<file path="config.mk">
export PLATFORM = sky130hd
export DESIGN_NAME = rcvs_lane
export DESIGN_NICKNAME = d
export VERILOG_FILES = /design/src/sv/raised_cosine_velocity_smoother_assert.svh /design/src/sv/rcvs_pkg.sv /design/src/sv/rcvs_lane.sv
export SDC_FILE = /design/constraint.sdc
export NUM_CORES = 1
export LEC_CHECK = 0
export BUFFER_PORTS_ARGS = -buffer_cell sky130_fd_sc_hd__buf_4
export CELL_PAD_IN_SITES_DETAIL_PLACEMENT = 0
export CELL_PAD_IN_SITES_GLOBAL_PLACEMENT = 1
export CORE_ASPECT_RATIO = 0.7
export CORE_MARGIN = 5
export CORE_UTILIZATION = 50
export DETAILED_ROUTE_END_ITERATION = 10
export MAX_ROUTING_LAYER = met4
export PLACE_DENSITY = 0.84
export SKIP_LAST_GASP = 1
export SYNTH_ARGS = -nofsm -noshare
export SYNTH_HDL_FRONTEND = slang
export SYNTH_SLANG_ARGS = --single-unit
</file>
<file path="constraint.sdc">
create_clock -name i_clk -period 9.13 [get_ports i_clk]
set_clock_uncertainty 0.15 [all_clocks]
set_input_delay 1.826 -clock i_clk [delete_from_list [all_inputs] [get_ports i_clk]]
set_output_delay 1.826 -clock i_clk [all_outputs]
set_load 0.005 [all_outputs]
</file>
<file path="src/sv/raised_cosine_velocity_smoother_assert.svh">
// Assertion macros shared by the raised-cosine velocity smoother RTL.
// Expects i_clk and i_rst_n in the scope of every use.
`ifndef RAISED_COSINE_VELOCITY_SMOOTHER_ASSERT_SVH
`define RAISED_COSINE_VELOCITY_SMOOTHER_ASSERT_SVH

// Same-cycle implication, checked outside reset.
`define RCVS_ASSERT_IMPL(label, ante, cons, msg) \
    label: assert property (@(posedge i_clk) disable iff (!i_rst_n) (ante) |-> (cons)) \
        else $error(msg);

// Next-cycle implication, checked outside reset.
`define RCVS_ASSERT_NEXT(label, ante, cons, msg) \
    label: assert property (@(posedge i_clk) disable iff (!i_rst_n) (ante) |=> (cons)) \
        else $error(msg);

`endif

</file>
<file path="src/sv/rcvs_pkg.sv">
// Shared constants, types and the raised-cosine ratio table of the smoother.
// No dependencies; imported by every module of the block.
package rcvs_pkg;

    localparam int AXES              = 6;
    localparam int VEL_WIDTH         = 16;
    localparam int COS_TABLE_ENTRIES = 256;
    localparam int TICK_WIDTH        = 16;

    localparam int NUM_FIELDS = 6;
    localparam int DATA_W     = ((NUM_FIELDS * VEL_WIDTH + 7) / 8) * 8;

    localparam int VLIM_W   = 15;
    localparam int SMOOTH_W = 16;
    localparam int CFG_W    = 16;
    localparam int CFG_IDX_W = 1;
    localparam logic [CFG_IDX_W-1:0] REG_VEL_LIMIT    = 1'd0;
    localparam logic [CFG_IDX_W-1:0] REG_SMOOTH_TICKS = 1'd1;
    localparam logic [VLIM_W-1:0]    VEL_LIMIT_RST    = 15'd4096;
    localparam logic [SMOOTH_W-1:0]  SMOOTH_RST       = 16'd1000;

    localparam int RATIO_W = 16;
    localparam int IDX_W   = $clog2(COS_TABLE_ENTRIES);
    localparam int CMP_W   = (TICK_WIDTH > SMOOTH_W) ? TICK_WIDTH : SMOOTH_W;
    localparam int NUM_W   = CMP_W + IDX_W;

    localparam int MODE_W = 2;
    localparam logic [MODE_W-1:0] MODE_KEEP  = 2'd0;
    localparam logic [MODE_W-1:0] MODE_SNAP  = 2'd1;
    localparam logic [MODE_W-1:0] MODE_BLEND = 2'd2;

    typedef struct packed {
        logic              load_cmd;
        logic              mul_en;
        logic              commit;
        logic [MODE_W-1:0] mode;
    } t_lane_ctl;

    typedef logic [NUM_FIELDS-1:0][VEL_WIDTH-1:0] t_vel_vec;
    typedef logic [RATIO_W-1:0] t_cos_tab [COS_TABLE_ENTRIES];

    localparam longint Q30    = longint'(1) <<< 30;
    localparam longint PI_Q30 = 64'sd3373259426;

    // Q0.16 value of 0.5*(1 - cos(pi*p/E)), Taylor series folded about pi/2.
    function automatic logic [RATIO_W-1:0] cos_ratio(input int p);
        longint dp;
        longint y;
        longint y2;
        longint h;
        longint c;
        longint r;
        bit     upper;
        upper = (2 * p > COS_TABLE_ENTRIES);
        dp    = upper ? longint'(COS_TABLE_ENTRIES - p) : longint'(p);
        y     = (PI_Q30 * dp) / COS_TABLE_ENTRIES;
        y2    = (y * y) >>> 30;
        h     = Q30 - y2 / 90;
        h     = Q30 - ((y2 * h) >>> 30) / 56;
        h     = Q30 - ((y2 * h) >>> 30) / 30;
        h     = Q30 - ((y2 * h) >>> 30) / 12;
        c     = Q30 - ((y2 * h) >>> 30) / 2;
        if (upper) begin
            c = -c;
        end
        r = Q30 - c + (longint'(1) <<< 14);
        if (r < 0) begin
            r = 0;
        end
        r = r >>> 15;
        if (r > 65535) begin
            r = 65535;
        end
        return r[RATIO_W-1:0];
    endfunction

    function automatic t_cos_tab build_cos_tab();
        t_cos_tab tab;
        for (int p = 0; p < COS_TABLE_ENTRIES; p++) begin
            tab[p] = cos_ratio(p);
        end
        return tab;
    endfunction

    localparam t_cos_tab COS_TAB = build_cos_tab();

endpackage

</file>
<file path="src/sv/rcvs_lane.sv">
// One axis of the smoother: clamp, target/start/current state and the blend.
// Depends on rcvs_pkg.
module rcvs_lane
    import rcvs_pkg::*;
(
    input  logic                 i_clk,
    input  logic                 i_rst_n,
    input  t_lane_ctl            i_ctl,
    input  logic [VEL_WIDTH-1:0] i_cmd,
    input  logic [VEL_WIDTH-1:0] i_lim,
    input  logic [RATIO_W-1:0]   i_ratio,
    output logic [VEL_WIDTH-1:0] o_next
);

    localparam int EXT_W  = VEL_WIDTH + 1;
    localparam int PROD_W = EXT_W + RATIO_W + 1;
    localparam logic signed [PROD_W-1:0] HALF =
        {{(PROD_W - RATIO_W){1'b0}}, 1'b1, {(RATIO_W - 1){1'b0}}};

    logic [VEL_WIDTH-1:0]     r_target;
    logic [VEL_WIDTH-1:0]     r_start;
    logic [VEL_WIDTH-1:0]     r_cur;
    logic signed [PROD_W-1:0] r_prod;

    logic signed [EXT_W-1:0]  cmd_ext;
    logic signed [EXT_W-1:0]  lim_pos;
    logic signed [EXT_W-1:0]  lim_neg;
    logic signed [EXT_W-1:0]  clamped;
    logic signed [EXT_W-1:0]  tgt_ext;
    logic signed [EXT_W-1:0]  start_ext;
    logic signed [EXT_W-1:0]  diff;
    logic signed [PROD_W-1:0] rounded;
    logic signed [PROD_W-1:0] shifted;
    logic signed [EXT_W-1:0]  blended;
    logic [VEL_WIDTH-1:0]     n_cur;

    assign cmd_ext = $signed({i_cmd[VEL_WIDTH-1], i_cmd});
    assign lim_pos = $signed({1'b0, i_lim});
    assign lim_neg = -lim_pos;

    always_comb begin
        priority if (cmd_ext > lim_pos) begin
            clamped = lim_pos;
        end else if (cmd_ext < lim_neg) begin
            clamped = lim_neg;
        end else begin
            clamped = cmd_ext;
        end
    end

    assign tgt_ext   = $signed({r_target[VEL_WIDTH-1], r_target});
    assign start_ext = $signed({r_start[VEL_WIDTH-1], r_start});
    assign diff      = tgt_ext - start_ext;

    // Round half up: add one half, then an arithmetic shift floors.
    assign rounded = r_prod + HALF;
    assign shifted = rounded >>> RATIO_W;
    assign blended = start_ext + $signed(shifted[EXT_W-1:0]);

    always_comb begin
        unique case (i_ctl.mode)
            MODE_SNAP:  n_cur = r_target;
            MODE_BLEND: n_cur = blended[VEL_WIDTH-1:0];
            default:    n_cur = r_cur;
        endcase
    end

    always_ff @(posedge i_clk) begin
        if (!i_rst_n) begin
            r_target <= '0;
            r_start  <= '0;
            r_cur    <= '0;
        end else begin
            if (i_ctl.load_cmd) begin
                r_target <= clamped[VEL_WIDTH-1:0];
                r_start  <= r_cur;
            end
            if (i_ctl.commit) begin
                r_cur <= n_cur;
            end
        end
    end

    always_ff @(posedge i_clk) begin
        if (i_ctl.mul_en) begin
            r_prod <= diff * $signed({1'b0, i_ratio});
        end
    end

    assign o_next = n_cur;

endmodule

</file>
---- Yosys cells after proc, flatten, opt, wreduce, memory -nomap -nowiden ----
Cells that the tools add are included.
cells by class
  add/subtract/negate cells ............... 4
  multiply operators ...................... 1
  $lt $le $gt $ge ......................... 2
  equal/unequal tests ..................... 2
  muxes and demuxes ....................... 3
operators with widths
  operator                  number
  $add A32 B17 Y32 const B  1
  $mul A17 B17 Y32          1
  $mux W16                  2
  $pmux W16 S2              1
  $gt A16 B17 Y1            1
  $lt A16 B17 Y1            1
  $neg A16 Y17              1
  $sub A16 B16 Y17          1
  $add A16 B16 Y16          1
  $eq A2 B1 Y1 const B      1
  $eq A2 B2 Y1 const B      1
word-level totals
  flip-flop bits (word level) ............. 80
  input bits .............................. 55

---- Longest topological paths before layout ----
  depth after elaboration ................. 4
  mapped depth ............................ 33
  depth with buffers taken out ............ 32

---- Worst setup path after synthesis ----
OpenSTA, ideal clock, no wires.
  path type ............................... input-to-reg
  start point ............................. in i_ratio[8]
  end point ............................... reg r_prod[31], data pin
  setup time .............................. 262 ps
  arrival ................................. 7425 ps
  data required time ...................... 8718 ps
  setup slack ............................. 1293 ps
  cell stages on the path ................. 24
  buffers on the path ..................... 2
  path through ............................ clkbuf_1 clkbuf_1 nand2_1 fa_1 inv_1 fa_1 inv_1 fa_1 inv_1 fa_1 fa_1 inv_1 fa_1 inv_1 ha_1 o21ai_1 a211oi_1 nand3_1 a21o_1 o211a_2 o221ai_1 a211oi_1 o31ai_1 xnor2_1
between the ends
  longest elaborated chain between the ends .. 1
RTL lines
  item                    RTL line         source
  start: declaration      rcvs_lane.sv:11  input logic [RATIO_W-1:0] i_ratio,
  $mul A17 B17 Y32        rcvs_lane.sv:86  r_prod <= diff * $signed({1'b0, i_ratio});
  end signal: assignment  rcvs_lane.sv:86
  end: declaration        rcvs_lane.sv:23  logic signed [PROD_W-1:0] r_prod;
Every way passes these cells.
A chain may end at the register's enable or synchronous reset.

---- Worst setup path in the final report ----
  start point ............................. reg r_target[0]
  end point ............................... reg r_prod[31], data pin
between the ends
  longest elaborated chain between the ends .. 2
RTL lines
  item                      RTL line         source
  start: declaration        rcvs_lane.sv:20  logic [VEL_WIDTH-1:0] r_target;
  start signal: assignment  rcvs_lane.sv:75  r_target <= clamped[VEL_WIDTH-1:0];
  $sub A16 B16 Y17          rcvs_lane.sv:53  assign diff = tgt_ext - start_ext;
  $mul A17 B17 Y32          rcvs_lane.sv:86
Every way passes these cells.

==> metrics.cfg <==
[clocking]
cts_hold_repair.buffers = 0
numCtsBuffers = 9
clk-insertion-delay-late_ns = 0.33
ctsLongestPathBuffers = 2
cts_tree = built
h-tree-depth = 3
cts_post_setup_buffers_inserted = 0
cts-root-buf = clkbuf_16
clk_pin_slew_ns = 0.05
tritoncts_num_sinks = 65
cts_repair_resize_count = 0

[placement]
place_hpwl_mm = 32.0
gpl.final_weighted_congestion = 0.890
io_buffer_count = 70
dpl.cell_count = 2233

[floorplan]
placementRows = 54
die_width_microns = 221
initial_core_util = 0.503
ios = 71
fp.dieH_microns = 157
floorplan.die_area_sq_um = 34700
core_area_sq_um = 30900

[layout]
final_net_count = 2291
utilization_of_the_core_after_routing = 0.542
syn2layout_area_growth_pct = 7.75
post_route_cells_drive_above_1_share = 0.0623
layout.filler_cells = 2896
antennaDiodeCount = 0
final_cell_count_no_fill = 2249

[synth]
synth_adder_area_share = 0.458
post_synth_num_cell_types = 68
synthesis.area_per_instance_sq_um = 8.67
netlist_top_cells_count = 394 x inv_1, 261 x fa_1, 169 x nand2_1, 151 x ha_1, 123 x and2_1
synth.most_common_cell = inv_1
syn_area_sq_um = 15500
synth-edff-count = 17
synth_area_leaders = fa_1 34%, ha_1 12%, inv_1 9.5%, dfxtp_1 6.2%, and2_1 5.0%
synth-compound-area-share = 0.0861
synth_top_family_by_area = adder cells
ys_ff_latch = 65
synth.largest_area_cell = fa_1
seq_area_frac_synth = 0.0948
synth.area.mux_share = 0.0305
synth_xor_area_frac = 0.0519
synth.yosys.warnings = 0
post_synth_inst_count = 1790
postSynth.asyncResetShare = 0
synthDominantCellAreaShare = 0.337
post_synth_and_or_nand_nor_area_fraction = 0.167
top_ff_cell_synth = dfxtp_1
synthesis.nets = 2257

[grt]
grt_antenna_before_repair = 0
vias_in_the_first_global_route = 11900
grtUsageTotal = 0.236
grt_pass1_wl_mm = 63.4
overflow = 0
grt_start_max_net_pins = 35

[worst_setup_path]
type_of_the_setup_path_with_the_least_slack = reg -> reg
timing.critical_path.arrival_ns = 8.47
critPathLaunchType = flop
critical_path.endpoint_type = flop
worstPathMaxFanout = 17
worstPathRequired_ns = 9.06

[status]
outcome = completed

[run]
drv_cap = 0

[detailed_routing]
post_drt_via_cell_ratio = 5.31
drcViolationCount = 0
detail_route.wl_per_cell_microns = 17.1
ant_nets = 0
detail_route.iter0.violations = 918
via_count = 11900
drt_pass1_iterations = 5
wl_mm = 38.5

[timing]
setup_viol = 0
period_share = 0.935
finalHoldViolCount = 0
slew_headroom = 0.259
shortest_clock_period_the_worst_path_allows_after_layout_ns = 8.54
fmax_mhz = 117
setup_tns_after_final_layout_ns = 0
hold-worst-slack_ns = 0.347
worst-slew-pin-transition_ns = 1.11
timing_max_transition_violations_final = 0

[min_path]
min-delay-path-class = reg -> reg

-- final cells by class --
cell class,count,area [sq um],share of cell area
clock inverter,4,18.8,0.00112
tap,420,526,0.0314
sequential,65,1470,0.0880
timing repair buffer,84,631,0.0377
multi-input combinational,1266,12300,0.738
clock buffer,12,246,0.0147
inverter,398,1490,0.0893
-- per-layer routing --
metal	wire, microns	up-vias	GRT usage
met2	16000	373	0.331
met1	19300	5916	0.373
met5	0	-	-
li1	-	5628	-
met4	329	0	0.0257
met3	2800	28	0.0327
-- placed cells by master, fill, tap and decap left out, types with 5 or more instances in the layout --
| cell type | count |
|---|---|
| inv_1 | 394 |
| fa_1 | 261 |
| nand2_1 | 168 |
| ha_1 | 151 |
| and2_1 | 123 |
| buf_4 | 84 |
| xnor2_1 | 73 |
| nor2_1 | 69 |
| a21oi_1 | 59 |
| dfxtp_1 | 48 |
| mux2i_1 | 45 |
| nor2b_1 | 33 |
| o21ai_0 | 27 |
| nand3_1 | 24 |
| nand2b_1 | 20 |
| nor3_1 | 19 |
| o21ai_1 | 19 |
| xor2_1 | 18 |
| edfxtp_1 | 17 |
| o21a_1 | 13 |
| a21o_1 | 12 |
| and3_1 | 10 |
| a31oi_1 | 9 |
| a22o_1 | 9 |
| clkbuf_16 | 9 |
| or3_1 | 8 |
| nand4_1 | 7 |
| a211oi_1 | 7 |
| a22oi_1 | 6 |
| a221oi_1 | 6 |
| o22ai_1 | 6 |
| o211ai_1 | 5 |
| o21bai_1 | 5 |
-- per-stage QoR --
| stage | worst slack [ns] | instance area, sq um |
|---|---|---|
| after floorplan | 1.29 | 15500 |
| after global placement | 0.615 | 16400 |
| after detailed placement | 0.452 | 16400 |
| after CTS | 0.426 | 16700 |
| after global routing | -0.00543 | 16700 |
| final | 0.593 | 16700 |
-- cells by family after synthesis --
kind of cell / after synthesis
AO/OA/AOI/OAI: 208
multiplexers: 47
XOR/XNOR: 92
adder cells (fa/ha/maj): 412
buffers and inverters: 459
AND/OR/NAND/NOR: 507
flip-flops: 65
-- critical path, stage by stage, from the launching register on --
cell,delay (ns)
dfxtp_1,0.35
inv_1,0.05
ha_1,0.22
fa_1,0.44
nor2b_1,0.24
o31a_1,0.21
o211ai_1,0.12
a21oi_1,0.26
nor3_1,0.12
o31ai_1,0.40
nand2_2,0.30
nand2_1,0.22
inv_2,0.08
fa_1,0.68
inv_1,0.19
fa_1,0.80
xor2_1,0.49
xnor2_1,0.17
fa_1,0.53
fa_1,0.49
inv_1,0.05
fa_1,0.47
inv_1,0.04
ha_1,0.35
and3_1,0.22
a211oi_1,0.38
o31ai_1,0.14
xnor2_1,0.14
-- state kept, by name, summed over array words and instances, names as in the netlist --
name,count
r_cur,16
r_prod,17
r_start,16
r_target,16
-- path summary, 6_finish.rpt --
kind                                                 from                        end  slack [ns]  depth (start not counted)
worst min register to register  r_target[12]$_SDFFE_PN0P_  r_target[12]$_SDFFE_PN0P_        0.35                          2
worst max-delay path             r_target[0]$_SDFFE_PN0P_       r_prod[31]$_DFFE_PP_        0.59                         27
worst max register to register   r_target[0]$_SDFFE_PN0P_       r_prod[31]$_DFFE_PP_        0.59                         27
worst min-delay path            r_target[12]$_SDFFE_PN0P_  r_target[12]$_SDFFE_PN0P_        0.35                          2
Power is not shown: default switching activity piles up to over one toggle a cycle in this logic, so the estimate is an artifact.
