--- src/sv/raised_cosine_velocity_smoother_assert.svh ---
// Assertion macros shared by the raised-cosine velocity smoother RTL.
// Expects i_clk and i_rst_n in the scope of every use.
`ifndef RAISED_COSINE_VELOCITY_SMOOTHER_ASSERT_SVH
`define RAISED_COSINE_VELOCITY_SMOOTHER_ASSERT_SVH

// Same-cycle implication, checked outside reset.
`define RCVS_ASSERT_IMPL(label, ante, cons, msg) \
    label: assert property (@(posedge i_clk) disable iff (!i_rst_n) (ante) |-> (cons)) \
        else $error(msg);

// Next-cycle implication, checked outside reset.
`define RCVS_ASSERT_NEXT(label, ante, cons, msg) \
    label: assert property (@(posedge i_clk) disable iff (!i_rst_n) (ante) |=> (cons)) \
        else $error(msg);

`endif

--- src/sv/rcvs_pkg.sv ---
// Shared constants, types and the raised-cosine ratio table of the smoother.
// No dependencies; imported by every module of the block.
package rcvs_pkg;

    localparam int AXES              = 6;
    localparam int VEL_WIDTH         = 16;
    localparam int COS_TABLE_ENTRIES = 256;
    localparam int TICK_WIDTH        = 16;

    localparam int NUM_FIELDS = 6;
    localparam int DATA_W     = ((NUM_FIELDS * VEL_WIDTH + 7) / 8) * 8;

    localparam int VLIM_W   = 15;
    localparam int SMOOTH_W = 16;
    localparam int CFG_W    = 16;
    localparam int CFG_IDX_W = 1;
    localparam logic [CFG_IDX_W-1:0] REG_VEL_LIMIT    = 1'd0;
    localparam logic [CFG_IDX_W-1:0] REG_SMOOTH_TICKS = 1'd1;
    localparam logic [VLIM_W-1:0]    VEL_LIMIT_RST    = 15'd4096;
    localparam logic [SMOOTH_W-1:0]  SMOOTH_RST       = 16'd1000;

    localparam int RATIO_W = 16;
    localparam int IDX_W   = $clog2(COS_TABLE_ENTRIES);
    localparam int CMP_W   = (TICK_WIDTH > SMOOTH_W) ? TICK_WIDTH : SMOOTH_W;
    localparam int NUM_W   = CMP_W + IDX_W;

    localparam int MODE_W = 2;
    localparam logic [MODE_W-1:0] MODE_KEEP  = 2'd0;
    localparam logic [MODE_W-1:0] MODE_SNAP  = 2'd1;
    localparam logic [MODE_W-1:0] MODE_BLEND = 2'd2;

    typedef struct packed {
        logic              load_cmd;
        logic              mul_en;
        logic              commit;
        logic [MODE_W-1:0] mode;
    } t_lane_ctl;

    typedef logic [NUM_FIELDS-1:0][VEL_WIDTH-1:0] t_vel_vec;
    typedef logic [RATIO_W-1:0] t_cos_tab [COS_TABLE_ENTRIES];

    localparam longint Q30    = longint'(1) <<< 30;
    localparam longint PI_Q30 = 64'sd3373259426;

    // Q0.16 value of 0.5*(1 - cos(pi*p/E)), Taylor series folded about pi/2.
    function automatic logic [RATIO_W-1:0] cos_ratio(input int p);
        longint dp;
        longint y;
        longint y2;
        longint h;
        longint c;
        longint r;
        bit     upper;
        upper = (2 * p > COS_TABLE_ENTRIES);
        dp    = upper ? longint'(COS_TABLE_ENTRIES - p) : longint'(p);
        y     = (PI_Q30 * dp) / COS_TABLE_ENTRIES;
        y2    = (y * y) >>> 30;
        h     = Q30 - y2 / 90;
        h     = Q30 - ((y2 * h) >>> 30) / 56;
        h     = Q30 - ((y2 * h) >>> 30) / 30;
        h     = Q30 - ((y2 * h) >>> 30) / 12;
        c     = Q30 - ((y2 * h) >>> 30) / 2;
        if (upper) begin
            c = -c;
        end
        r = Q30 - c + (longint'(1) <<< 14);
        if (r < 0) begin
            r = 0;
        end
        r = r >>> 15;
        if (r > 65535) begin
            r = 65535;
        end
        return r[RATIO_W-1:0];
    endfunction

    function automatic t_cos_tab build_cos_tab();
        t_cos_tab tab;
        for (int p = 0; p < COS_TABLE_ENTRIES; p++) begin
            tab[p] = cos_ratio(p);
        end
        return tab;
    endfunction

    localparam t_cos_tab COS_TAB = build_cos_tab();

endpackage

--- src/sv/rcvs_merge.sv ---
// Merging stage: packs the lane velocities and the blend flag into one result
// and holds it in the output register. Depends on rcvs_pkg.
module rcvs_merge
    import rcvs_pkg::*;
(
    input  logic              i_clk,
    input  logic              i_rst_n,
    input  logic              i_load,
    input  t_vel_vec          i_vel,
    input  logic              i_blend,
    output logic              o_free,
    output logic              o_tvalid,
    input  logic              i_tready,
    output logic [DATA_W-1:0] o_tdata,
    output logic              o_tuser
);

    logic              r_valid;
    logic [DATA_W-1:0] r_data;
    logic              r_user;

    assign o_free = !r_valid || i_tready;

    always_ff @(posedge i_clk) begin
        if (!i_rst_n) begin
            r_valid <= 1'b0;
        end else if (i_load) begin
            r_valid <= 1'b1;
        end else if (i_tready) begin
            r_valid <= 1'b0;
        end
    end

    always_ff @(posedge i_clk) begin
        if (i_load) begin
            r_data <= DATA_W'(i_vel);
            r_user <= i_blend;
        end
    end

    assign o_tvalid = r_valid;
    assign o_tdata  = r_data;
    assign o_tuser  = r_user;

endmodule

--- config.mk ---
export PLATFORM = sky130hd
export DESIGN_NAME = rcvs_merge
export DESIGN_NICKNAME = d
export VERILOG_FILES = /design/src/sv/raised_cosine_velocity_smoother_assert.svh /design/src/sv/rcvs_pkg.sv /design/src/sv/rcvs_merge.sv
export SDC_FILE = /design/constraint.sdc
export NUM_CORES = 1
export LEC_CHECK = 0
export BUFFER_PORTS_ARGS = -buffer_cell sky130_fd_sc_hd__buf_2
export CAP_MARGIN = 20
export CORE_MARGIN = 3
export CORE_UTILIZATION = 30
export CTS_BUF_LIST = sky130_fd_sc_hd__clkbuf_8
export CTS_CLUSTER_SIZE = 28
export DETAILED_ROUTE_END_ITERATION = 12
export PLACE_DENSITY = 0.58
export SYNTH_ARGS = -nofsm -noshare
export SYNTH_HDL_FRONTEND = slang
export SYNTH_SLANG_ARGS = --single-unit
--- constraint.sdc ---
create_clock -name i_clk -period 1.1 [get_ports i_clk]
set_input_delay 0.11 -clock i_clk [delete_from_list [all_inputs] [get_ports i_clk]]
set_output_delay 0.11 -clock i_clk [all_outputs]
set_load 0.02 [all_outputs]
* Word level (Yosys, flattened, before mapping)
Index checks and enable logic that the tools add are counted.
** Storage, ports and cells
- Register bits :: 98
- Latch bits :: 0
- Memory bits (writable) :: 0
- ROM bits :: 0
- Output and inout port bits :: 99
- Memories kept :: 0
** Cells by class
- $add $sub $neg :: 0
- $mul :: 0
- Divide/modulo/power cells :: 0
- $lt $le $gt $ge :: 0
- Equality and inequality tests :: 0
- Shifts and indexed selects :: 0
- Muxes and demuxes :: 2
- Bitwise operators :: 0
- Reductions and logical operators :: 3
** Operators by type and width (number)
- 1-bit two-way mux :: 2
- 2-bit nonzero test :: 1
- 1-bit logical NOT :: 1
- 1-bit logical OR :: 1

* Longest topological paths before layout
Gate-level depths: netlist of the first run.
- Depth in word-level cells :: 2
- Gate-level depth with buffers :: 2
- Mapped depth without buffers :: 2

* Least setup slack after synthesis of the first run
OpenSTA, ideal clock, no wires.
- Path kind :: flip-flop to flip-flop
- Start point :: register o_tvalid (netlist name)
- End point :: register r_valid (netlist: o_tvalid)
- Arrival time :: 0.708 ns
- Setup slack :: 0.326 ns
- Cell stages (with the launch flop) :: 3
- Path buffers :: 0
- Clock period less this slack :: 0.774 ns
- Cells stage by stage :: dfxtp_1 nand2b_4 a21boi_2
** RTL lines
- end signal: assignment :: RTL line rcvs_merge.sv:26 : r_valid <= 1'b0;
- end signal: assignment :: RTL line rcvs_merge.sv:28 : r_valid <= 1'b1;
- end signal: assignment :: RTL line rcvs_merge.sv:30 : r_valid <= 1'b0;
- end: declaration :: RTL line rcvs_merge.sv:18 : logic r_valid;

* Final worst setup path of the first run
- Start point :: register r_data[82] (netlist: o_tdata[82])
- End point :: output port o_tdata[82]
** RTL lines
- start: declaration :: RTL line rcvs_merge.sv:19 : logic [DATA_W-1:0] r_data;
- start signal: assignment :: RTL line rcvs_merge.sv:36 : r_data <= DATA_W'(i_vel);
- end: declaration :: RTL line rcvs_merge.sv:14 : output logic [DATA_W-1:0] o_tdata,
No word-level cell between the ends.

==> run summary, run 1 <==
The global-route wire length before repair is 12700 um. The cell depth of the worst flop-to-flop path came out at 2. On the critical path the largest part of the delay comes from flip-flops.

The maximum clock frequency came out at 961 MHz. The internal power of the cells came out at 6030 uW. TritonCTS built the clock tree. Synthesis produced a netlist whose cell count is 101. The count of input and output buffers is 199. The sink count of the clock tree came out at 98.

The path class of the tightest hold or removal check is in -> reg. The clock latency on the worst-skew pair came out at 0.34 ns. The area of the mapped netlist is 2960 um2. The net switching power is 1960 uW.

The count of non-filler cells in the finished layout is 544. The number of buffers added by the clock tree synthesis step came out at 9. The worst endpoint required time is 0.99 ns. The run finished with clean final reports. The critical path's largest stage delay came out at 0.42 ns. The total iterations of the first detailed-routing run is 3. In this run the standard cell core region covers 9420 um2. Routability-driven placement finished with a final weighted congestion of 0.727. The biggest area contributor in the post-synthesis netlist is sky130_fd_sc_hd__edfxtp_1. The number of cells on the critical path came out at 1. For this run, the register share of the synthesized area comes to 0.990.

The first-iteration detailed-routing DRC count is 51. The arrival time at the worst endpoint came out at 0.93 ns. The maximum fanout along the worst path came out at 1.

The switching share of total power came out at 0.245. The number of buffers and inverters on the critical path is 1. The number of slew-limit violations in the final report is 0. Pin placement for this block handled 200 I/O pins. Counting tap cells, the placed design contains a total of 431 instances.

The final clock period utilization by the worst path came out at 0.946. The highest ir drop seen on vdd is 0.866 mV. The number of distinct library cells after synthesis came out at 5. The average routed wire per standard cell is 15.2 um. The via density per instance came out at 4.00. The placement row count came out at 35. The y dimension of the die came out at 105 um. In this run the tightest slew margin relative to its limit is 0.807. Synthesis produced a netlist with a net count of 202. Traced cell by cell, the critical path runs through buf_6. In the final design database the tool counted 512 nets. 0 antenna diodes ended up in the layout.

The remaining routing DRC violations is 0. The share of total power dissipated in combinational logic is 0.154. The total congestion overflow is 0. The layout cell share with drive strength beyond 1 came out at 0.525.

The top cell type's share of synthesized area is 0.984. The remaining antenna violation count after routing is 0. The final number of setup-violating endpoints is 0.

The largest net degree at the start of global routing came out at 55. The detailed-route via count is 2178. The H-tree depth is 3.

The total power per unit cell area came out at 1500 nW/um2. Fill cells in the final layout number 741. The number of synthesis warnings came out at 0. For the pin with the worst max-slew slack, the measured transition is 0.289 ns. The total wire length after detailed routing is 8250 um. In the final timing run, aggregate negative setup slack is 0 ns. The initial antenna violation count came out at 0. The number of buffers added for setup after CTS is 0.

The worst setup path is launched from a register. The via count of the first global-routing pass is 2493. The CTS clock-pin slew for the worst setup and hold paths is 0.10 ns.

The minimum clock period after layout is 1.04 ns. The die outline area is 11100 um2. STA classifies the critical path endpoint as a primary output. The per-instance average area after synthesis came out at 29.3 um2.

On the final layout, the worst clock skew is 0 ns. The worst hold path was traced through 3 stages. The final hold violation count is 0. The total leakage power is 0.00228 uW. The slowest stage of the critical path is the sky130_fd_sc_hd__edfxtp_1 cell. The post-synthesis sequential element count came out at 98. The initial utilization of the core area, before any placement, comes to 0.315. The layout overhead on the synthesized area came out at 80.3%. Across the run, the number of max-cap violations was 0. The final standard cell utilization of the core came out at 0.567. The share of power burned in registers is 0.563. Ranked by total cell area, the synthesized netlist is headed by sky130_fd_sc_hd__edfxtp_1 98%, sky130_fd_sc_hd__dfxtp_1 0.68%, sky130_fd_sc_hd__nand2b_4 0.46%. In the global route stage, overall resource usage came out at 0.150. The library cell used as clock root buffer is sky130_fd_sc_hd__clkbuf_8.

The width of the chip came out at 105 um. Counting along the longest clock path gives a buffer depth of 2. The setup path with the least slack is of type reg -> out. Of the total power, the clock network draws 0.284.
## placed cells by master (no fill, tap or decap)
| cell type | instances |
|---|---|
| sky130_fd_sc_hd__nand2b_4 | 1 |
| sky130_fd_sc_hd__bufinv_16 | 1 |
| sky130_fd_sc_hd__buf_6 | 1 |
| sky130_fd_sc_hd__inv_1 | 2 |
| sky130_fd_sc_hd__edfxtp_1 | 97 |
| sky130_fd_sc_hd__buf_4 | 1 |
| sky130_fd_sc_hd__a21boi_2 | 1 |
| sky130_fd_sc_hd__dlygate4sd3_1 | 98 |
| sky130_fd_sc_hd__clkinvlp_4 | 2 |
| sky130_fd_sc_hd__buf_12 | 2 |
| sky130_fd_sc_hd__inv_6 | 2 |
| sky130_fd_sc_hd__dfxtp_2 | 1 |
| sky130_fd_sc_hd__clkbuf_8 | 9 |
| sky130_fd_sc_hd__buf_2 | 197 |
## flip-flops by register name (all words and copies together), names as in the netlist
register / cells
o_tdata: 96
o_tuser: 1
o_tvalid: 1
## power by group through the flow
stage          Sequential, uW  Clock, uW  Combinational, uW
3_3_place_gp             4570          0                947
3_5_place_dp             4580          0                953
6_report                 4500       2270               1230
4_1_cts                  4490       2340               1230
5_1_grt                  4530       2490               1300
2_1_floorplan            4980          0               9.46
## stage by stage
| stage | power (uW) | hold slack, ns | area, um2 | setup slack (ns) |
|---|---|---|---|---|
| finish | 7990 | 0.0453 | 5340 | 0.0591 |
| global placement | 5510 | 0.287 | 4160 | 0.249 |
| detailed placement | 5530 | 0.288 | 4160 | 0.240 |
| global route | 8320 | 0.0304 | 5340 | -0.00389 |
| CTS | 8060 | 0.0253 | 5330 | 0.00521 |
| floorplan | 4990 | 0.209 | 2960 | 0.326 |
## synth_stat cells
master and instances:
sky130_fd_sc_hd__dfxtp_1 1, sky130_fd_sc_hd__nand2b_4 1, sky130_fd_sc_hd__a21boi_2 1, sky130_fd_sc_hd__inv_1 1
sky130_fd_sc_hd__edfxtp_1 97
## kinds of logic (layout without fill, tap and decap cells)
kind of cell | count (synthesis) | count (layout) | share of synthesized area
buffers and inverters | 1 | 315 | 0.00127
flip-flops | 98 | 98 | 0.990
AO/OA/AOI/OAI | 1 | 1 | 0.00380
AND/OR/NAND/NOR | 1 | 1 | 0.00465
## worst paths after layout
kind                      end  slack [ns]         from
setup reg to reg     o_tvalid        0.49     o_tvalid
setup / recovery  o_tdata[82]        0.06  o_tdata[82]
hold reg to reg      o_tvalid        0.50     o_tvalid
hold / removal       o_tvalid        0.05     i_tready
## layer usage
| layer | up-vias | track usage | part of all wire | routed length [um] |
|---|---|---|---|---|
| li1 | 1022 | - | - | - |
| met1 | 1014 | 0.157 | 0.35 | 2900 |
| met2 | 124 | 0.253 | 0.51 | 4220 |
| met3 | 18 | 0.0723 | 0.11 | 891 |
| met4 | 0 | 0.0712 | 0.029 | 240 |
| met5 | - | 0 | 0 | 0 |
## timing repair
action                                 4_1_cts  5_1_grt
setup endpoints to repair                    0        3
resized for setup                            0        3
hold buffers                                98        0
endpoints found under the hold margin       98        0
## cell type report
cell class / instances / area [um2] / area share
clock buffers: 9 / 124 / 0.0232
clock inverters: 6 / 66.3 / 0.0124
inverters: 1 / 3.75 / 0.000703
multi-input cells: 2 / 25.0 / 0.00469
flip-flops and latches: 98 / 2930 / 0.549
well taps: 129 / 161 / 0.0302
repair buffers: 299 / 2030 / 0.379
No activity file was read; power rests on OpenSTA's default activity.
==> run 2, diff against run 1 <==
- ABC_AREA: not set -> 0
- CORE_UTILIZATION: 30 -> 46
- PLACE_DENSITY: 0.58 -> 0.84
==> run 2 against run 1 <==
  * Register-to-register slack worse by 0.02 ns
  * Global-route usage is 11 points higher
  * Flip-flop and latch count is the same
  * Non-clock buffer count is the same
==> run summary, run 2 (same netlist as run 1, synthesis figures left out) <==
Outcome: finished, final reports clean (unchanged). The final clock period utilization by the worst path is 0.975 (was 0.946). The cell depth of the worst hold path was 3 (unchanged).

The count of pins on the block boundary is 200 (unchanged). The total congestion overflow came out at 0 (unchanged). The detailed-route via count is 2281 (was 2178).

The via count of the first global-routing pass came out at 2534 (was 2493). The H-tree depth is 3 (unchanged). The cell area after layout came out at 5340 um2 (about the same). The placement row count is 28 (was 35). The initial standard-cell utilization of the core came to 0.489 (was 0.315).

The number of nets in the layout was 512 (unchanged). The net switching power was 1980 uW (was 1960 uW). The total power per unit cell area came out at 1630 nW/um2 (was 1500 nW/um2).

The global-route wire length before repair is 13700 um (was 12700 um). The width of the chip came out at 86.2 um (was 105 um). The kind of end point of the critical path is a primary output (unchanged).

The die outline area came out at 7440 um2 (was 11100 um2). The total leakage power is 0.00231 uW (was 0.00228 uW). The worst setup slack after placement is 0.252 ns (was 0.240 ns). The final number of setup-violating endpoints came out at 0 (unchanged). The final estimated routing congestion in global placement came to 0.700 (was 0.727). The average routed wire per standard cell came out at 19.1 um (was 15.2 um). The internal power of the cells came to 6730 uW (was 6030 uW). The number of buffers added for setup after CTS was 0 (unchanged). The buffering stage count on the worst path with inverters included was 1 (unchanged). The number of slew-limit violations in the final report came out at 0 (unchanged). The share of power burned in registers is 0.519 (was 0.563).

The classification of the worst-slack hold path is in -> reg (unchanged). The initial antenna violation count is 0 (unchanged). The post-route setup TNS is 0 ns (unchanged). The category of the critical setup timing path is reg -> out (unchanged). The max-cap violation count is 0 (unchanged). The total inserted antenna cells came out at 0 (unchanged). The first-iteration detailed-routing DRC count is 113 (was 51).

The y dimension of the die came out at 86.2 um (was 105 um). The master of the slowest instance on the critical path was sky130_fd_sc_hd__edfxtp_1 (unchanged). The cell depth of the worst flop-to-flop path is 2 (unchanged). The total wire length after detailed routing came out at 9380 um (was 8250 um). The uppermost layer routed was met4 (unchanged). The met2 wirelength from detailed routing was 4830 um (was 4220 um). The number of cells on the critical path is 1 (unchanged). The smallest setup slack after layout came out at 0.0271 ns (was 0.0591 ns). The most common cell after layout, fill and taps aside is sky130_fd_sc_hd__buf_2 (unchanged). The length of routed wiring on met1 came out at 3330 um (was 2900 um).

The number of buffers added by the clock tree synthesis step came out at 9 (unchanged). The largest net degree at the start of global routing is 55 (unchanged). The arrival time at the worst endpoint came out at 0.96 ns (was 0.93 ns).

The layout overhead on the synthesized area is 80.4% (was 80.3%). The remaining antenna violation count after routing came out at 0 (unchanged). The maximum fanout along the worst path was 1 (unchanged). The sink count of the clock tree came out at 98 (unchanged).

The worst-case clock buffer depth is 2 (unchanged). The layout cell share with drive strength beyond 1 is 0.529 (was 0.525). The part of the power in combinational logic came out at 0.143 (was 0.154). The worst-case clock skew came out at 0 ns (unchanged). Leading cell types in the layout, fill and taps excluded: 198 x sky130_fd_sc_hd__buf_2, 98 x sky130_fd_sc_hd__dlygate4sd3_1, 97 x sky130_fd_sc_hd__edfxtp_1 (was 197 x sky130_fd_sc_hd__buf_2, 98 x sky130_fd_sc_hd__dlygate4sd3_1, 97 x sky130_fd_sc_hd__edfxtp_1). The minimum clock period after layout was 1.07 ns (was 1.04 ns). The measured slew at the worst slew-check pin is 0.284 ns (was 0.289 ns). The headroom to the max-slew limit is 0.811 (was 0.807). Setup repair after global routing left no endpoint under its margin. The count of input and output buffers came to 199 (unchanged). The total iterations of the first detailed-routing run came out at 5 (was 3). The worst endpoint required time is 0.99 ns (about the same). The cell type group with the largest total delay on the critical path is flip-flops (unchanged). The post-place instance area is 4090 um2 (was 4160 um2). The routed wire length on met3 came out at 970 um (was 891 um). The floorplan core area is 6060 um2 (was 9420 um2).

The flip-flop count of the largest register after layout was 96 (unchanged). The library cell used as clock root buffer was sky130_fd_sc_hd__clkbuf_8 (unchanged). The portion of total power attributed to the clock network was 0.337 (was 0.284). The critical path's largest stage delay came out at 0.43 ns (was 0.42 ns). The CTS clock-pin slew for the worst setup and hold paths is 0.10 ns (about the same).

The remaining routing DRC violations came to 0 (unchanged). The highest ir drop seen on vdd came out at 1.44 mV (was 0.866 mV). The TritonCTS clock tree is built (unchanged). The final hold violation count is 0 (unchanged). The via density per instance came to 4.65 (was 4.00). The clock latency on the worst-skew pair came out at 0.35 ns (was 0.34 ns).

The maximum clock frequency is 932 MHz (was 961 MHz). The total routing usage reported by global routing was 0.257 (was 0.150). The category of the worst setup path launch point is a register (unchanged). The switching share of total power is 0.228 (was 0.245).

Sequence of cells on the critical path: buf_2 (was buf_6).
==> run 2: metrics by stage <==
stage,hold WS [ns],power (uW),std cells,utilization
2_1_floorplan,0.209,4990,101,-
3_3_place_gp,0.286,5490,377,0.675
3_5_place_dp,0.288,5540,377,0.675
4_1_cts,0.0315,8670,491,0.881
5_1_grt,0.0449,8980,491,0.881
6_report,0.0655,8710,491,0.881
==> run 2: path summary, 6_finish.rpt <==
check                                    to   startpoint  slack [ns]
worst max-delay path            o_tdata[56]  o_tdata[56]        0.03
worst min-delay path               o_tvalid     i_tready        0.07
worst max register to register     o_tvalid     o_tvalid        0.47
worst min register to register     o_tvalid     o_tvalid        0.51
==> run 2: repair_timing <==
action | CTS | global route
endpoints found under the setup margin | 0 | 2
resized for setup | 0 | 1
hold buffers | 98 | 0
hold endpoints to repair | 98 | 0
==> run 2: metal layers <==
layer | global-route usage | vias up
li1 | - | 1026
met1 | 0.303 | 1078
met2 | 0.441 | 158
met3 | 0.0817 | 19
met4 | 0.105 | 0
met5 | 0 | -
==> run 2: cell type report <==
type                       instances  area, um2
sequential                        98       2930
fill                             267        719
multi-input combinational          2       25.0
clock inverter                     7        141
timing repair buffer             299       2020
inverter                           1       3.75
clock buffer                       9        124
tap                               75       93.8
==> run 2: worst reg2reg max path: cells and delay by family, from the launching register on <==
kind,cells,cell delay (ns)
and+or+nand+nor,1,0.06
DFF,1,0.37
AOI/OAI and AO/OA,1,0.14
==> run 2: power groups by stage <==
stage | registers [uW] | clock network (uW) | logic (uW)
detailed placement | 4590 | 0 | 950
global placement | 4560 | 0 | 925
global route | 4550 | 3120 | 1310
finish | 4520 | 2940 | 1250
floorplan | 4980 | 0 | 9.46
CTS | 4500 | 2950 | 1220
