`src/sv/raised_cosine_velocity_smoother_assert.svh`:
```
// Assertion macros shared by the raised-cosine velocity smoother RTL.
// Expects i_clk and i_rst_n in the scope of every use.
`ifndef RAISED_COSINE_VELOCITY_SMOOTHER_ASSERT_SVH
`define RAISED_COSINE_VELOCITY_SMOOTHER_ASSERT_SVH

// Same-cycle implication, checked outside reset.
`define RCVS_ASSERT_IMPL(label, ante, cons, msg) \
    label: assert property (@(posedge i_clk) disable iff (!i_rst_n) (ante) |-> (cons)) \
        else $error(msg);

// Next-cycle implication, checked outside reset.
`define RCVS_ASSERT_NEXT(label, ante, cons, msg) \
    label: assert property (@(posedge i_clk) disable iff (!i_rst_n) (ante) |=> (cons)) \
        else $error(msg);

`endif

```
`src/sv/rcvs_pkg.sv`:
```
// Shared constants, types and the raised-cosine ratio table of the smoother.
// No dependencies; imported by every module of the block.
package rcvs_pkg;

    localparam int AXES              = 6;
    localparam int VEL_WIDTH         = 16;
    localparam int COS_TABLE_ENTRIES = 256;
    localparam int TICK_WIDTH        = 16;

    localparam int NUM_FIELDS = 6;
    localparam int DATA_W     = ((NUM_FIELDS * VEL_WIDTH + 7) / 8) * 8;

    localparam int VLIM_W   = 15;
    localparam int SMOOTH_W = 16;
    localparam int CFG_W    = 16;
    localparam int CFG_IDX_W = 1;
    localparam logic [CFG_IDX_W-1:0] REG_VEL_LIMIT    = 1'd0;
    localparam logic [CFG_IDX_W-1:0] REG_SMOOTH_TICKS = 1'd1;
    localparam logic [VLIM_W-1:0]    VEL_LIMIT_RST    = 15'd4096;
    localparam logic [SMOOTH_W-1:0]  SMOOTH_RST       = 16'd1000;

    localparam int RATIO_W = 16;
    localparam int IDX_W   = $clog2(COS_TABLE_ENTRIES);
    localparam int CMP_W   = (TICK_WIDTH > SMOOTH_W) ? TICK_WIDTH : SMOOTH_W;
    localparam int NUM_W   = CMP_W + IDX_W;

    localparam int MODE_W = 2;
    localparam logic [MODE_W-1:0] MODE_KEEP  = 2'd0;
    localparam logic [MODE_W-1:0] MODE_SNAP  = 2'd1;
    localparam logic [MODE_W-1:0] MODE_BLEND = 2'd2;

    typedef struct packed {
        logic              load_cmd;
        logic              mul_en;
        logic              commit;
        logic [MODE_W-1:0] mode;
    } t_lane_ctl;

    typedef logic [NUM_FIELDS-1:0][VEL_WIDTH-1:0] t_vel_vec;
    typedef logic [RATIO_W-1:0] t_cos_tab [COS_TABLE_ENTRIES];

    localparam longint Q30    = longint'(1) <<< 30;
    localparam longint PI_Q30 = 64'sd3373259426;

    // Q0.16 value of 0.5*(1 - cos(pi*p/E)), Taylor series folded about pi/2.
    function automatic logic [RATIO_W-1:0] cos_ratio(input int p);
        longint dp;
        longint y;
        longint y2;
        longint h;
        longint c;
        longint r;
        bit     upper;
        upper = (2 * p > COS_TABLE_ENTRIES);
        dp    = upper ? longint'(COS_TABLE_ENTRIES - p) : longint'(p);
        y     = (PI_Q30 * dp) / COS_TABLE_ENTRIES;
        y2    = (y * y) >>> 30;
        h     = Q30 - y2 / 90;
        h     = Q30 - ((y2 * h) >>> 30) / 56;
        h     = Q30 - ((y2 * h) >>> 30) / 30;
        h     = Q30 - ((y2 * h) >>> 30) / 12;
        c     = Q30 - ((y2 * h) >>> 30) / 2;
        if (upper) begin
            c = -c;
        end
        r = Q30 - c + (longint'(1) <<< 14);
        if (r < 0) begin
            r = 0;
        end
        r = r >>> 15;
        if (r > 65535) begin
            r = 65535;
        end
        return r[RATIO_W-1:0];
    endfunction

    function automatic t_cos_tab build_cos_tab();
        t_cos_tab tab;
        for (int p = 0; p < COS_TABLE_ENTRIES; p++) begin
            tab[p] = cos_ratio(p);
        end
        return tab;
    endfunction

    localparam t_cos_tab COS_TAB = build_cos_tab();

endpackage

```
`src/sv/rcvs_div.sv`:
```
// Restoring divider for the table index floor(t*E/T), one quotient bit a cycle.
// Depends on rcvs_pkg.
module rcvs_div
    import rcvs_pkg::*;
(
    input  logic             i_clk,
    input  logic             i_rst_n,
    input  logic             i_start,
    input  logic [CMP_W-1:0] i_num,
    input  logic [CMP_W-1:0] i_den,
    output logic             o_done,
    output logic [IDX_W-1:0] o_quot
);

    localparam int CNT_W = $clog2(IDX_W + 1);

    logic             r_busy;
    logic             r_done;
    logic [CNT_W-1:0] r_cnt;
    logic [CMP_W-1:0] r_rem;
    logic [CMP_W-1:0] r_den;
    logic [IDX_W-1:0] r_low;
    logic [IDX_W-1:0] r_quot;

    logic [NUM_W-1:0] num_scaled;
    logic [CMP_W:0]   trial;
    logic [CMP_W:0]   den_ext;
    logic             ge;
    logic [CMP_W:0]   diff;
    logic [CMP_W-1:0] n_rem;

    // Numerator below T*E, so the high part starts below T.
    assign num_scaled = NUM_W'(i_num) * NUM_W'(COS_TABLE_ENTRIES);
    assign trial      = {r_rem, r_low[IDX_W-1]};
    assign den_ext    = {1'b0, r_den};
    assign ge         = (trial >= den_ext);
    assign diff       = trial - den_ext;
    assign n_rem      = ge ? diff[CMP_W-1:0] : trial[CMP_W-1:0];

    always_ff @(posedge i_clk) begin
        if (!i_rst_n) begin
            r_busy <= 1'b0;
            r_done <= 1'b0;
            r_cnt  <= '0;
        end else begin
            r_done <= 1'b0;
            if (i_start) begin
                r_busy <= 1'b1;
                r_cnt  <= CNT_W'(IDX_W);
                r_rem  <= num_scaled[NUM_W-1:IDX_W];
                r_low  <= num_scaled[IDX_W-1:0];
                r_den  <= i_den;
                r_quot <= '0;
            end else if (r_busy) begin
                r_rem  <= n_rem;
                r_low  <= {r_low[IDX_W-2:0], 1'b0};
                r_quot <= {r_quot[IDX_W-2:0], ge};
                r_cnt  <= r_cnt - CNT_W'(1);
                if (r_cnt == CNT_W'(1)) begin
                    r_busy <= 1'b0;
                    r_done <= 1'b1;
                end
            end
        end
    end

    assign o_done = r_done;
    assign o_quot = r_quot;

endmodule

```
`config.mk`:
```
export PLATFORM = sky130hd
export DESIGN_NAME = rcvs_div
export DESIGN_NICKNAME = d
export VERILOG_FILES = /design/src/sv/raised_cosine_velocity_smoother_assert.svh /design/src/sv/rcvs_pkg.sv /design/src/sv/rcvs_div.sv
export SDC_FILE = /design/constraint.sdc
export NUM_CORES = 1
export LEC_CHECK = 0
export BUFFER_PORTS_ARGS = -buffer_cell sky130_fd_sc_hd__buf_4
export CORE_ASPECT_RATIO = 1.75
export CORE_MARGIN = 2
export CORE_UTILIZATION = 50
export CTS_BUF_LIST = sky130_fd_sc_hd__clkbuf_8
export DETAILED_ROUTE_END_ITERATION = 10
export PLACE_DENSITY = 0.74
export SETUP_SLACK_MARGIN = 0.2
export SYNTH_ARGS = -nofsm -noshare
export SYNTH_HDL_FRONTEND = slang
export SYNTH_SLANG_ARGS = --single-unit
```
`constraint.sdc`:
```
create_clock -name i_clk -period 2.4 [get_ports i_clk]
set_input_delay 0.48 -clock i_clk [delete_from_list [all_inputs] [get_ports i_clk]]
set_output_delay 0.48 -clock i_clk [all_outputs]
set_load 0.01 [all_outputs]
```
; ---- After elaboration in Yosys (flattened, before gate mapping)
; Cells that the tools add are included.
[word_totals]
ff_bits = 46
latchBits = 0
mem_bits_rw = 0
rom_bits = 0
input_bits = 35
out_inout_bits = 9
wordCells = 28
n_memories = 0
[classes]
addsub = 2
multipliers = 0
div_mod_pow = 0
magnitude_cmp = 1
n_eq_ne = 1
shifts = 0
mux = 10
bitwise_logic = 2
n_reduce_logical = 5
[ops]
columns = op, n
row1 = 16-bit two-way mux, 3
row2 = 17-bit by 16-bit greater-or-equal comparator with 1-bit output, 1
row3 = 16-bit subtractor, 1
row4 = 4-bit two-way mux, 2
row5 = 8-bit two-way mux, 1
row6 = "4-bit by 1-bit == test with 1-bit output, second input constant", 1
row7 = 1-bit two-way mux, 4
row8 = 2-bit AND reduction, 2
row9 = "4-bit by 1-bit subtractor with 4-bit output, second input constant", 1
row10 = 3-bit OR reduction, 1
row11 = 1-bit NOT, 2
row12 = 2-bit nonzero test, 1
row13 = 2-bit OR reduction, 1

; ---- Longest topological paths before layout
; Gate-level depths: netlist of the first run.
[depth]
ltp_word = 4
depth_mapped = 10
depth_no_buf = 8

; ---- Worst setup path after synthesis of the first run
; OpenSTA, ideal clock, no wires.
[synth_timing]
path_kind = register to register
start = register r_rem[0]
end = register r_rem[12], data pin
setup_ns = 0.261
arrival_ns = 2.023
t_required_ns = 2.139
path_slack_ns = 0.116
path_stages_with_launch = 9
n_path_buf = 0
synth_period_minus_slack_ns = 2.284
cell_sequence = edfxtp_1 -> inv_1 -> fa_1 -> and2b_1 -> o211ai_2 -> a311oi_1 -> a221o_1 -> a2111oi_2 -> a221o_1
[synth_via]
elab_chain_len = 4
word_cells_on_any_way = 5
cone_classes = 1 x add/sub / 1 x order compare / 3 x mux
[synth_lines]
columns = item, line_no
row1 = "start, declared", rcvs_div.sv:20  ; logic [CMP_W-1:0] r_rem;
row2 = "start signal, assigned", rcvs_div.sv:50  ; r_rem <= num_scaled[NUM_W-1:IDX_W];
row3 = "start signal, assigned", rcvs_div.sv:55  ; r_rem <= n_rem;
row4 = 16-bit subtractor or 17-bit by 16-bit greater-or-equal comparator with 1-bit output (tied branches), "rcvs_div.sv:37, rcvs_div.sv:36"
row5 = 16-bit two-way mux *, rcvs_div.sv:38  ; assign n_rem = ge ? diff[CMP_W-1:0] : trial[CMP_W-1:0];
row6 = 16-bit two-way mux *, rcvs_div.sv:54  ; end else if (r_busy) begin
row7 = 16-bit two-way mux *, rcvs_div.sv:47  ; if (i_start) begin
; Every way passes the cells marked *; elsewhere a longest branch is shown, timed or not. The select of a mux whose other input is x is not followed.
; A chain may end at the register's enable or synchronous reset.

; ---- Worst setup path in the final report of the first run
; Ends and elaborated chain as after synthesis.

==> results_dict.tcl, run 1 <==
set metrics [dict create \
    final_layout_size_suffix_gt1_frac 0.3799 \
    antenna_diode_count 0 \
    die_area_um2 6589 \
    detail_route.first_pass.iterations 4 \
    syn_avg_cell_area_um2 10.56 \
    final-setup-viol-count 1 \
    first_global_vias 2686 \
    syn-cell-area_um2 2967 \
    tritoncts "done" \
    placement.io_buffers 43 \
    cts.htree.levels 2 \
    placed_instance_count 413 \
    floorplan.initialDensity 0.5126 \
    seq_power_share 0.409 \
    clkPwrFrac 0.201 \
    synth_cells 281 \
    clock_sinks 46 \
    switching_power_mw 0.8186 \
    drt-initial-drc-count 100 \
    post_drt_via_cell_ratio 5.858 \
    core_region_area_um2 5787 \
    chipHeight_um 105.9 \
    maxCapViolations 0 \
    max_freq_mhz 407.1 \
    antenna_found_initial 0 \
    synth_cell_types 66 \
    clock-skew-final_ns 0.008046 \
    finish.cell_count_without_fillers 436 \
    share_of_flip_flops_with_an_asynchronous_set_or_reset 0 \
    dp_slack_ns -0.02944 \
    worst_pin_slew_ns 0.5542 \
    finalCriticalPeriod_ns 2.456 \
    synth_enable_flop_cells 40 \
    final_net_count 411 \
    ir_drop_mv 0.3217 \
    fin_total_pwr_mw 2.429 \
    layout.cells.most_common "sky130_fd_sc_hd__buf_4" \
    worst-setup-path-type "reg -> reg" \
    path_clk_slew_ns 0.09 \
    hp-class "in -> reg" \
    detailed_place_hpwl_mm 5.107 \
    drt.antenna.violating_nets 0 \
    maxSlewHeadroom 0.6306 \
    worst-endpoint-required_ns 2.47 \
    cellLeakagePower_nw 1.605 \
    critPathMaxFanout 3 \
    final_cell_mix "sky130_fd_sc_hd__buf_4, sky130_fd_sc_hd__edfxtp_1, sky130_fd_sc_hd__inv_1" \
    i_o_pins 44 \
    maximum_number_of_pins_on_one_net_before_global_route_repair 57 \
    worst_slack_on_hold_paths_ns 0.3342 \
    placement.cell_area_um2 3508 \
    postSynthRegisterBits 46 \
    fin_crit_sh 1.023 \
    wirelength_mm 7.905 \
    critical_path_arrival_ns 2.53 \
    power_per_cell_area_nw_per_um2 606.8 \
    clk_latency_ns 0.31 \
    finish.utilization 0.6917 \
    synthesis.nets 335 \
    clock-root-buffer "sky130_fd_sc_hd__clkbuf_8" \
    clock_path_buffers 2 \
    power_switching_share 0.3371 \
    worst_r2r_path_depth 8 \
    row_count 37 \
    end_kind "register" \
    gr-usage-all-layers 0.2422 \
    synth.yosys.warnings 0 \
    number_of_cells_on_the_worst_hold_path 1 \
    cts_made_buffers 5 \
    grt-ovfl-total 0 \
    finalWeightedCongestion 0.8629 \
    die_w_um 62.23 \
    design_area_um2 4003 \
    tns_ns -0.05633 \
    power.share.combinational 0.390 \
    yosysSeqAreaShare 0.4454 \
    dr_vias 2554 \
    final_critical_path_setup_slack_ns -0.05633 \
    grt_first_pass_wirelength_mm 12.51 \
    failed_checks "setup timing" \
    dominantRegCellSynth "sky130_fd_sc_hd__edfxtp_1" \
    timing.critical_path.from_type "register" \
    final-max-slew-violation-count 0 \
    outcome "complete, but fails checks" \
    post_drt_wl_per_cell_um 18.13 \
    grt_setup_unrepaired "true" \
    hold_viol 0 \
    post-route-drc-count 0 \
    area_growth_syn_to_layout_pct 34.92 \
    p_int_mw 1.610 \
]
==> registers in the layout, summed over array words and instances (netlist names) <==
signal and cells:
o_done 1, r_busy 1, r_cnt 4, r_rem 16, o_quot 8, r_den 16
==> final cells by class <==
type,count,area [um^2]
Fill cell,447,1784
Multi-Input combinational cell,198,1780
Sequential cell,46,1321
Timing Repair Buffer,81,623.1
Tap cell,78,97.59
Inverter,25,93.84
Clock buffer,5,68.82
Clock inverter,3,17.52
==> path summary, 6_finish.rpt <==
kind,start,end,slack [ns]
max,r_rem[0]$_DFFE_PP_,r_rem[12]$_DFFE_PP_,-0.06
min,i_den[15],r_den[15]$_DFFE_PP_,0.33
max reg2reg,r_rem[0]$_DFFE_PP_,r_rem[12]$_DFFE_PP_,-0.06
min reg2reg,r_cnt[1]$_SDFFE_PP0P_,r_cnt[1]$_SDFFE_PP0P_,0.51
==> routing by layer <==
metal  share of wire  vias to the layer above  track usage
met5               0                        -            0
met4           0.041                        0       0.1508
met3           0.046                       30      0.03598
met2            0.54                      103       0.4262
met1            0.37                     1207       0.2732
li1                -                     1214            -
==> worst max-delay path, stage by stage, from the launching register on <==
cell                        delay (ns)
sky130_fd_sc_hd__edfxtp_1         0.38
sky130_fd_sc_hd__inv_2            0.06
sky130_fd_sc_hd__fa_2             0.39
sky130_fd_sc_hd__and2b_1          0.25
sky130_fd_sc_hd__o211ai_2         0.12
sky130_fd_sc_hd__a311oi_2         0.36
sky130_fd_sc_hd__a221o_1          0.28
sky130_fd_sc_hd__a2111oi_2        0.07
sky130_fd_sc_hd__a221o_1          0.30
==> kinds of logic (layout without fill, tap and decap cells) <==
group	Yosys count	in the layout	share of synthesized area
AOI/OAI and AO/OA	79	79	0.2155
xor gates and xnor gates	10	10	0.02953
adders and majority gates	19	19	0.08267
buffers and inverters	37	114	0.05188
DFF	46	46	0.4454
and+or+nand+nor	90	90	0.1750
==> repair_timing <==
item                       in CTS  in global routing
setup endpoints to repair      17                 17
pin swaps                      15                  8
gates resized for setup        31                 16
hold buffers                    0                  0
setup buffers                   9                  6
==> power by group through the flow <==
stage	clock [mW]	combinational [mW]	sequential, mW
after global placement	0	0.723	1.00
after detailed placement	0	0.735	1.00
after global routing	0.522	1.02	1.00
final	0.487	0.947	0.994
after CTS	0.493	0.850	0.993
after floorplan	0	0.491	0.998
==> Yosys cell counts, types with 4 or more instances <==
library cell / number / share of area
sky130_fd_sc_hd__a21oi_1: 12 / 0.020
sky130_fd_sc_hd__a21o_1: 5 / 0.013
sky130_fd_sc_hd__nand3_1: 5 / 0.0084
sky130_fd_sc_hd__clkbuf_1: 7 / 0.0089
sky130_fd_sc_hd__xor2_1: 7 / 0.021
sky130_fd_sc_hd__dfxtp_1: 6 / 0.040
sky130_fd_sc_hd__nor2b_1: 21 / 0.044
sky130_fd_sc_hd__o21a_1: 6 / 0.015
sky130_fd_sc_hd__edfxtp_1: 40 / 0.40
sky130_fd_sc_hd__o21ai_0: 8 / 0.013
sky130_fd_sc_hd__a32oi_1: 7 / 0.021
sky130_fd_sc_hd__ha_1: 18 / 0.076
sky130_fd_sc_hd__inv_1: 25 / 0.032
sky130_fd_sc_hd__nand2_1: 20 / 0.025
sky130_fd_sc_hd__nor2_1: 10 / 0.013
sky130_fd_sc_hd__o31ai_1: 5 / 0.013
sky130_fd_sc_hd__nor3_1: 4 / 0.0067
sky130_fd_sc_hd__nand4b_1: 6 / 0.018
No activity file was read; power rests on OpenSTA's default activity.
==> inputs of run 2 (changes only) <==
Settings changed: CTS_CLUSTER_SIZE set to 10, REMOVE_ABC_BUFFERS set to 1.
==> run 2 against run 1 <==
Effect of this change:
- the flow now finishes without violations
- power is 6.3% higher
- largest cell class unchanged
- critical path type unchanged
- core utilization up 2.5 points
- first-iteration DRC count is 25% higher
- sequential share of layout area down 1.2 points
- critical path depth rose by 1
- via count up 0.39%
- worst hold slack better by 0.0033 ns
- combinational power is 5.0% higher
- critical endpoint unchanged
- flip-flop and latch count did not move
- highest routed layer unchanged
==> results_dict.tcl, run 2 (synthesis gave the netlist of run 1 again) <==
set metrics [dict create \
    outcome "finished clean" \
    maximum_number_of_pins_on_one_net_before_global_route_repair 57 \
    post_drt_via_cell_ratio 5.736 \
    seq_power_share 0.386 \
    tns_ns 0 \
    grt_setup_unrepaired "true" \
    power.share.combinational 0.385 \
    hp-class "in -> reg" \
    layout.cells.most_common "sky130_fd_sc_hd__buf_4" \
    critical_path.top_delay_family "compound AO/OA/AOI/OAI gates" \
    wirelength_mm 7.765 \
    power_switching_share 0.3176 \
    post-route-drc-count 0 \
    hold_viol 0 \
    maxCapViolations 0 \
    critical_path_arrival_ns 2.43 \
    switching_power_mw 0.8201 \
    die_area_um2 6589 \
    placement.io_buffers 43 \
    drt.antenna.violating_nets 0 \
    final-max-slew-violation-count 0 \
    power_per_cell_area_nw_per_um2 622.5 \
    worst-endpoint-required_ns 2.47 \
    timing.critical_path.mode_cell "sky130_fd_sc_hd__a221o_1" \
    drt-initial-drc-count 125 \
    cts.htree.levels 2 \
    grt-ovfl-total 0 \
    clock_path_buffers 2 \
    clkPwrFrac 0.229 \
    gr-usage-all-layers 0.2408 \
    row_count 37 \
    fin_total_pwr_mw 2.582 \
    worst_path_max_delay_cell "sky130_fd_sc_hd__fa_2" \
    ir_drop_mv 0.6902 \
    cts_made_buffers 5 \
    post_drt_wl_per_cell_um 17.37 \
    final_net_count 422 \
    final_layout_size_suffix_gt1_frac 0.4011 \
    tritoncts "done" \
    critical_path.max_stage_delay_ns 0.39 \
    grt_first_pass_wirelength_mm 12.30 \
    final-setup-viol-count 0 \
    end_kind "register" \
    first_global_vias 2597 \
    maxSlewHeadroom 0.6216 \
    clock-root-buffer "sky130_fd_sc_hd__clkbuf_8" \
    antenna_diode_count 0 \
    floorplan.initialDensity 0.5126 \
    dp_slack_ns -0.01895 \
    detailed_place_hpwl_mm 5.219 \
    p_int_mw 1.762 \
    antenna_found_initial 0 \
    core_region_area_um2 5787 \
    area_growth_syn_to_layout_pct 39.81 \
    timing.critical_path.from_type "register" \
    max_freq_mhz 424.1 \
    clock_sinks 46 \
    worst-setup-path-type "reg -> reg" \
    finalWeightedCongestion 0.8992 \
    path_clk_slew_ns 0.09 \
    dr_vias 2564 \
    chipHeight_um 105.9 \
    finish.cell_count_without_fillers 447 \
    finalCriticalPeriod_ns 2.358 \
    clock-skew-final_ns 0.008307 \
    fin_crit_sh 0.9825 \
    clk_latency_ns 0.31 \
    final_cell_mix "sky130_fd_sc_hd__buf_4, sky130_fd_sc_hd__edfxtp_1, sky130_fd_sc_hd__inv_1" \
    final_critical_path_setup_slack_ns 0.04210 \
    critPathMaxFanout 3 \
    placed_instance_count 424 \
    worstPathCellList "inv_2, fa_2, and2b_1, o211ai_2, a311oi_1, buf_4, a221o_1, a2111oi_4, a221o_1" \
    critical_path.n_buffers_inverters 2 \
    detail_route.first_pass.iterations 4 \
    die_w_um 62.23 \
    worst_slack_on_hold_paths_ns 0.3375 \
    i_o_pins 44 \
    worst_pin_slew_ns 0.5676 \
    cellLeakagePower_nw 1.672 \
]
==> run 2: cell types whose count changed in the layout (fill, tap and decap cells not counted), sizes merged <==
cell / delta
bufinv: +1
buf: +11
clkinv: -1
==> run 2: path summary, 6_finish.rpt <==
check,slack (ns),cells past startpoint,end,startpoint
min reg2reg,0.50,2,r_cnt[1]$_SDFFE_PP0P_,r_cnt[1]$_SDFFE_PP0P_
max reg2reg,0.04,9,r_rem[12]$_DFFE_PP_,r_rem[0]$_DFFE_PP_
min,0.34,1,r_den[11]$_DFFE_PP_,i_den[11]
max,0.04,9,r_rem[12]$_DFFE_PP_,r_rem[0]$_DFFE_PP_
==> run 2: repair_timing <==
item / in CTS / in global routing
pin swaps: 16 / 5
gates resized for setup: 43 / 12
buffers inserted: 8 / 7
endpoints found under the setup margin: 17 / 17
hold buffers: 0 / 0
gates cloned: 0 / 0
==> run 2: cell type report <==
cell class | count | area (um^2)
clock buffers | 5 | 68.82
clock inverters | 3 | 43.79
fillers | 418 | 1639
inverters | 25 | 93.84
multi-input cells | 198 | 1813
flip-flops and latches | 46 | 1321
well taps | 78 | 97.59
repair buffers | 92 | 709.4
==> run 2: metrics by stage <==
| step | cell area, um^2 | utilization |
|---|---|---|
| final | 4148 | 0.7168 |
| after global routing | 4148 | 0.7168 |
| after CTS | 4026 | 0.6958 |
| after detailed placement | 3582 | 0.6190 |
| after global placement | 3582 | 0.6190 |
| after floorplan | 2907 | - |
==> run 2: power groups by stage <==
| stage | registers (mW) | clock network (mW) | logic, mW |
|---|---|---|---|
| floorplan | 0.997 | 0 | 0.463 |
| global placement | 1.00 | 0 | 0.753 |
| detailed placement | 1.00 | 0 | 0.763 |
| CTS | 0.994 | 0.601 | 0.910 |
| global route | 1.00 | 0.628 | 1.08 |
| finish | 0.996 | 0.593 | 0.994 |
==> run 2: per-layer routing <==
metal,vias up,GRT usage,part of all wire
met3,24,0.03386,0.032
met1,1239,0.2572,0.38
li1,1231,-,-
met2,70,0.4557,0.55
met4,0,0.1206,0.038
met5,-,0,0
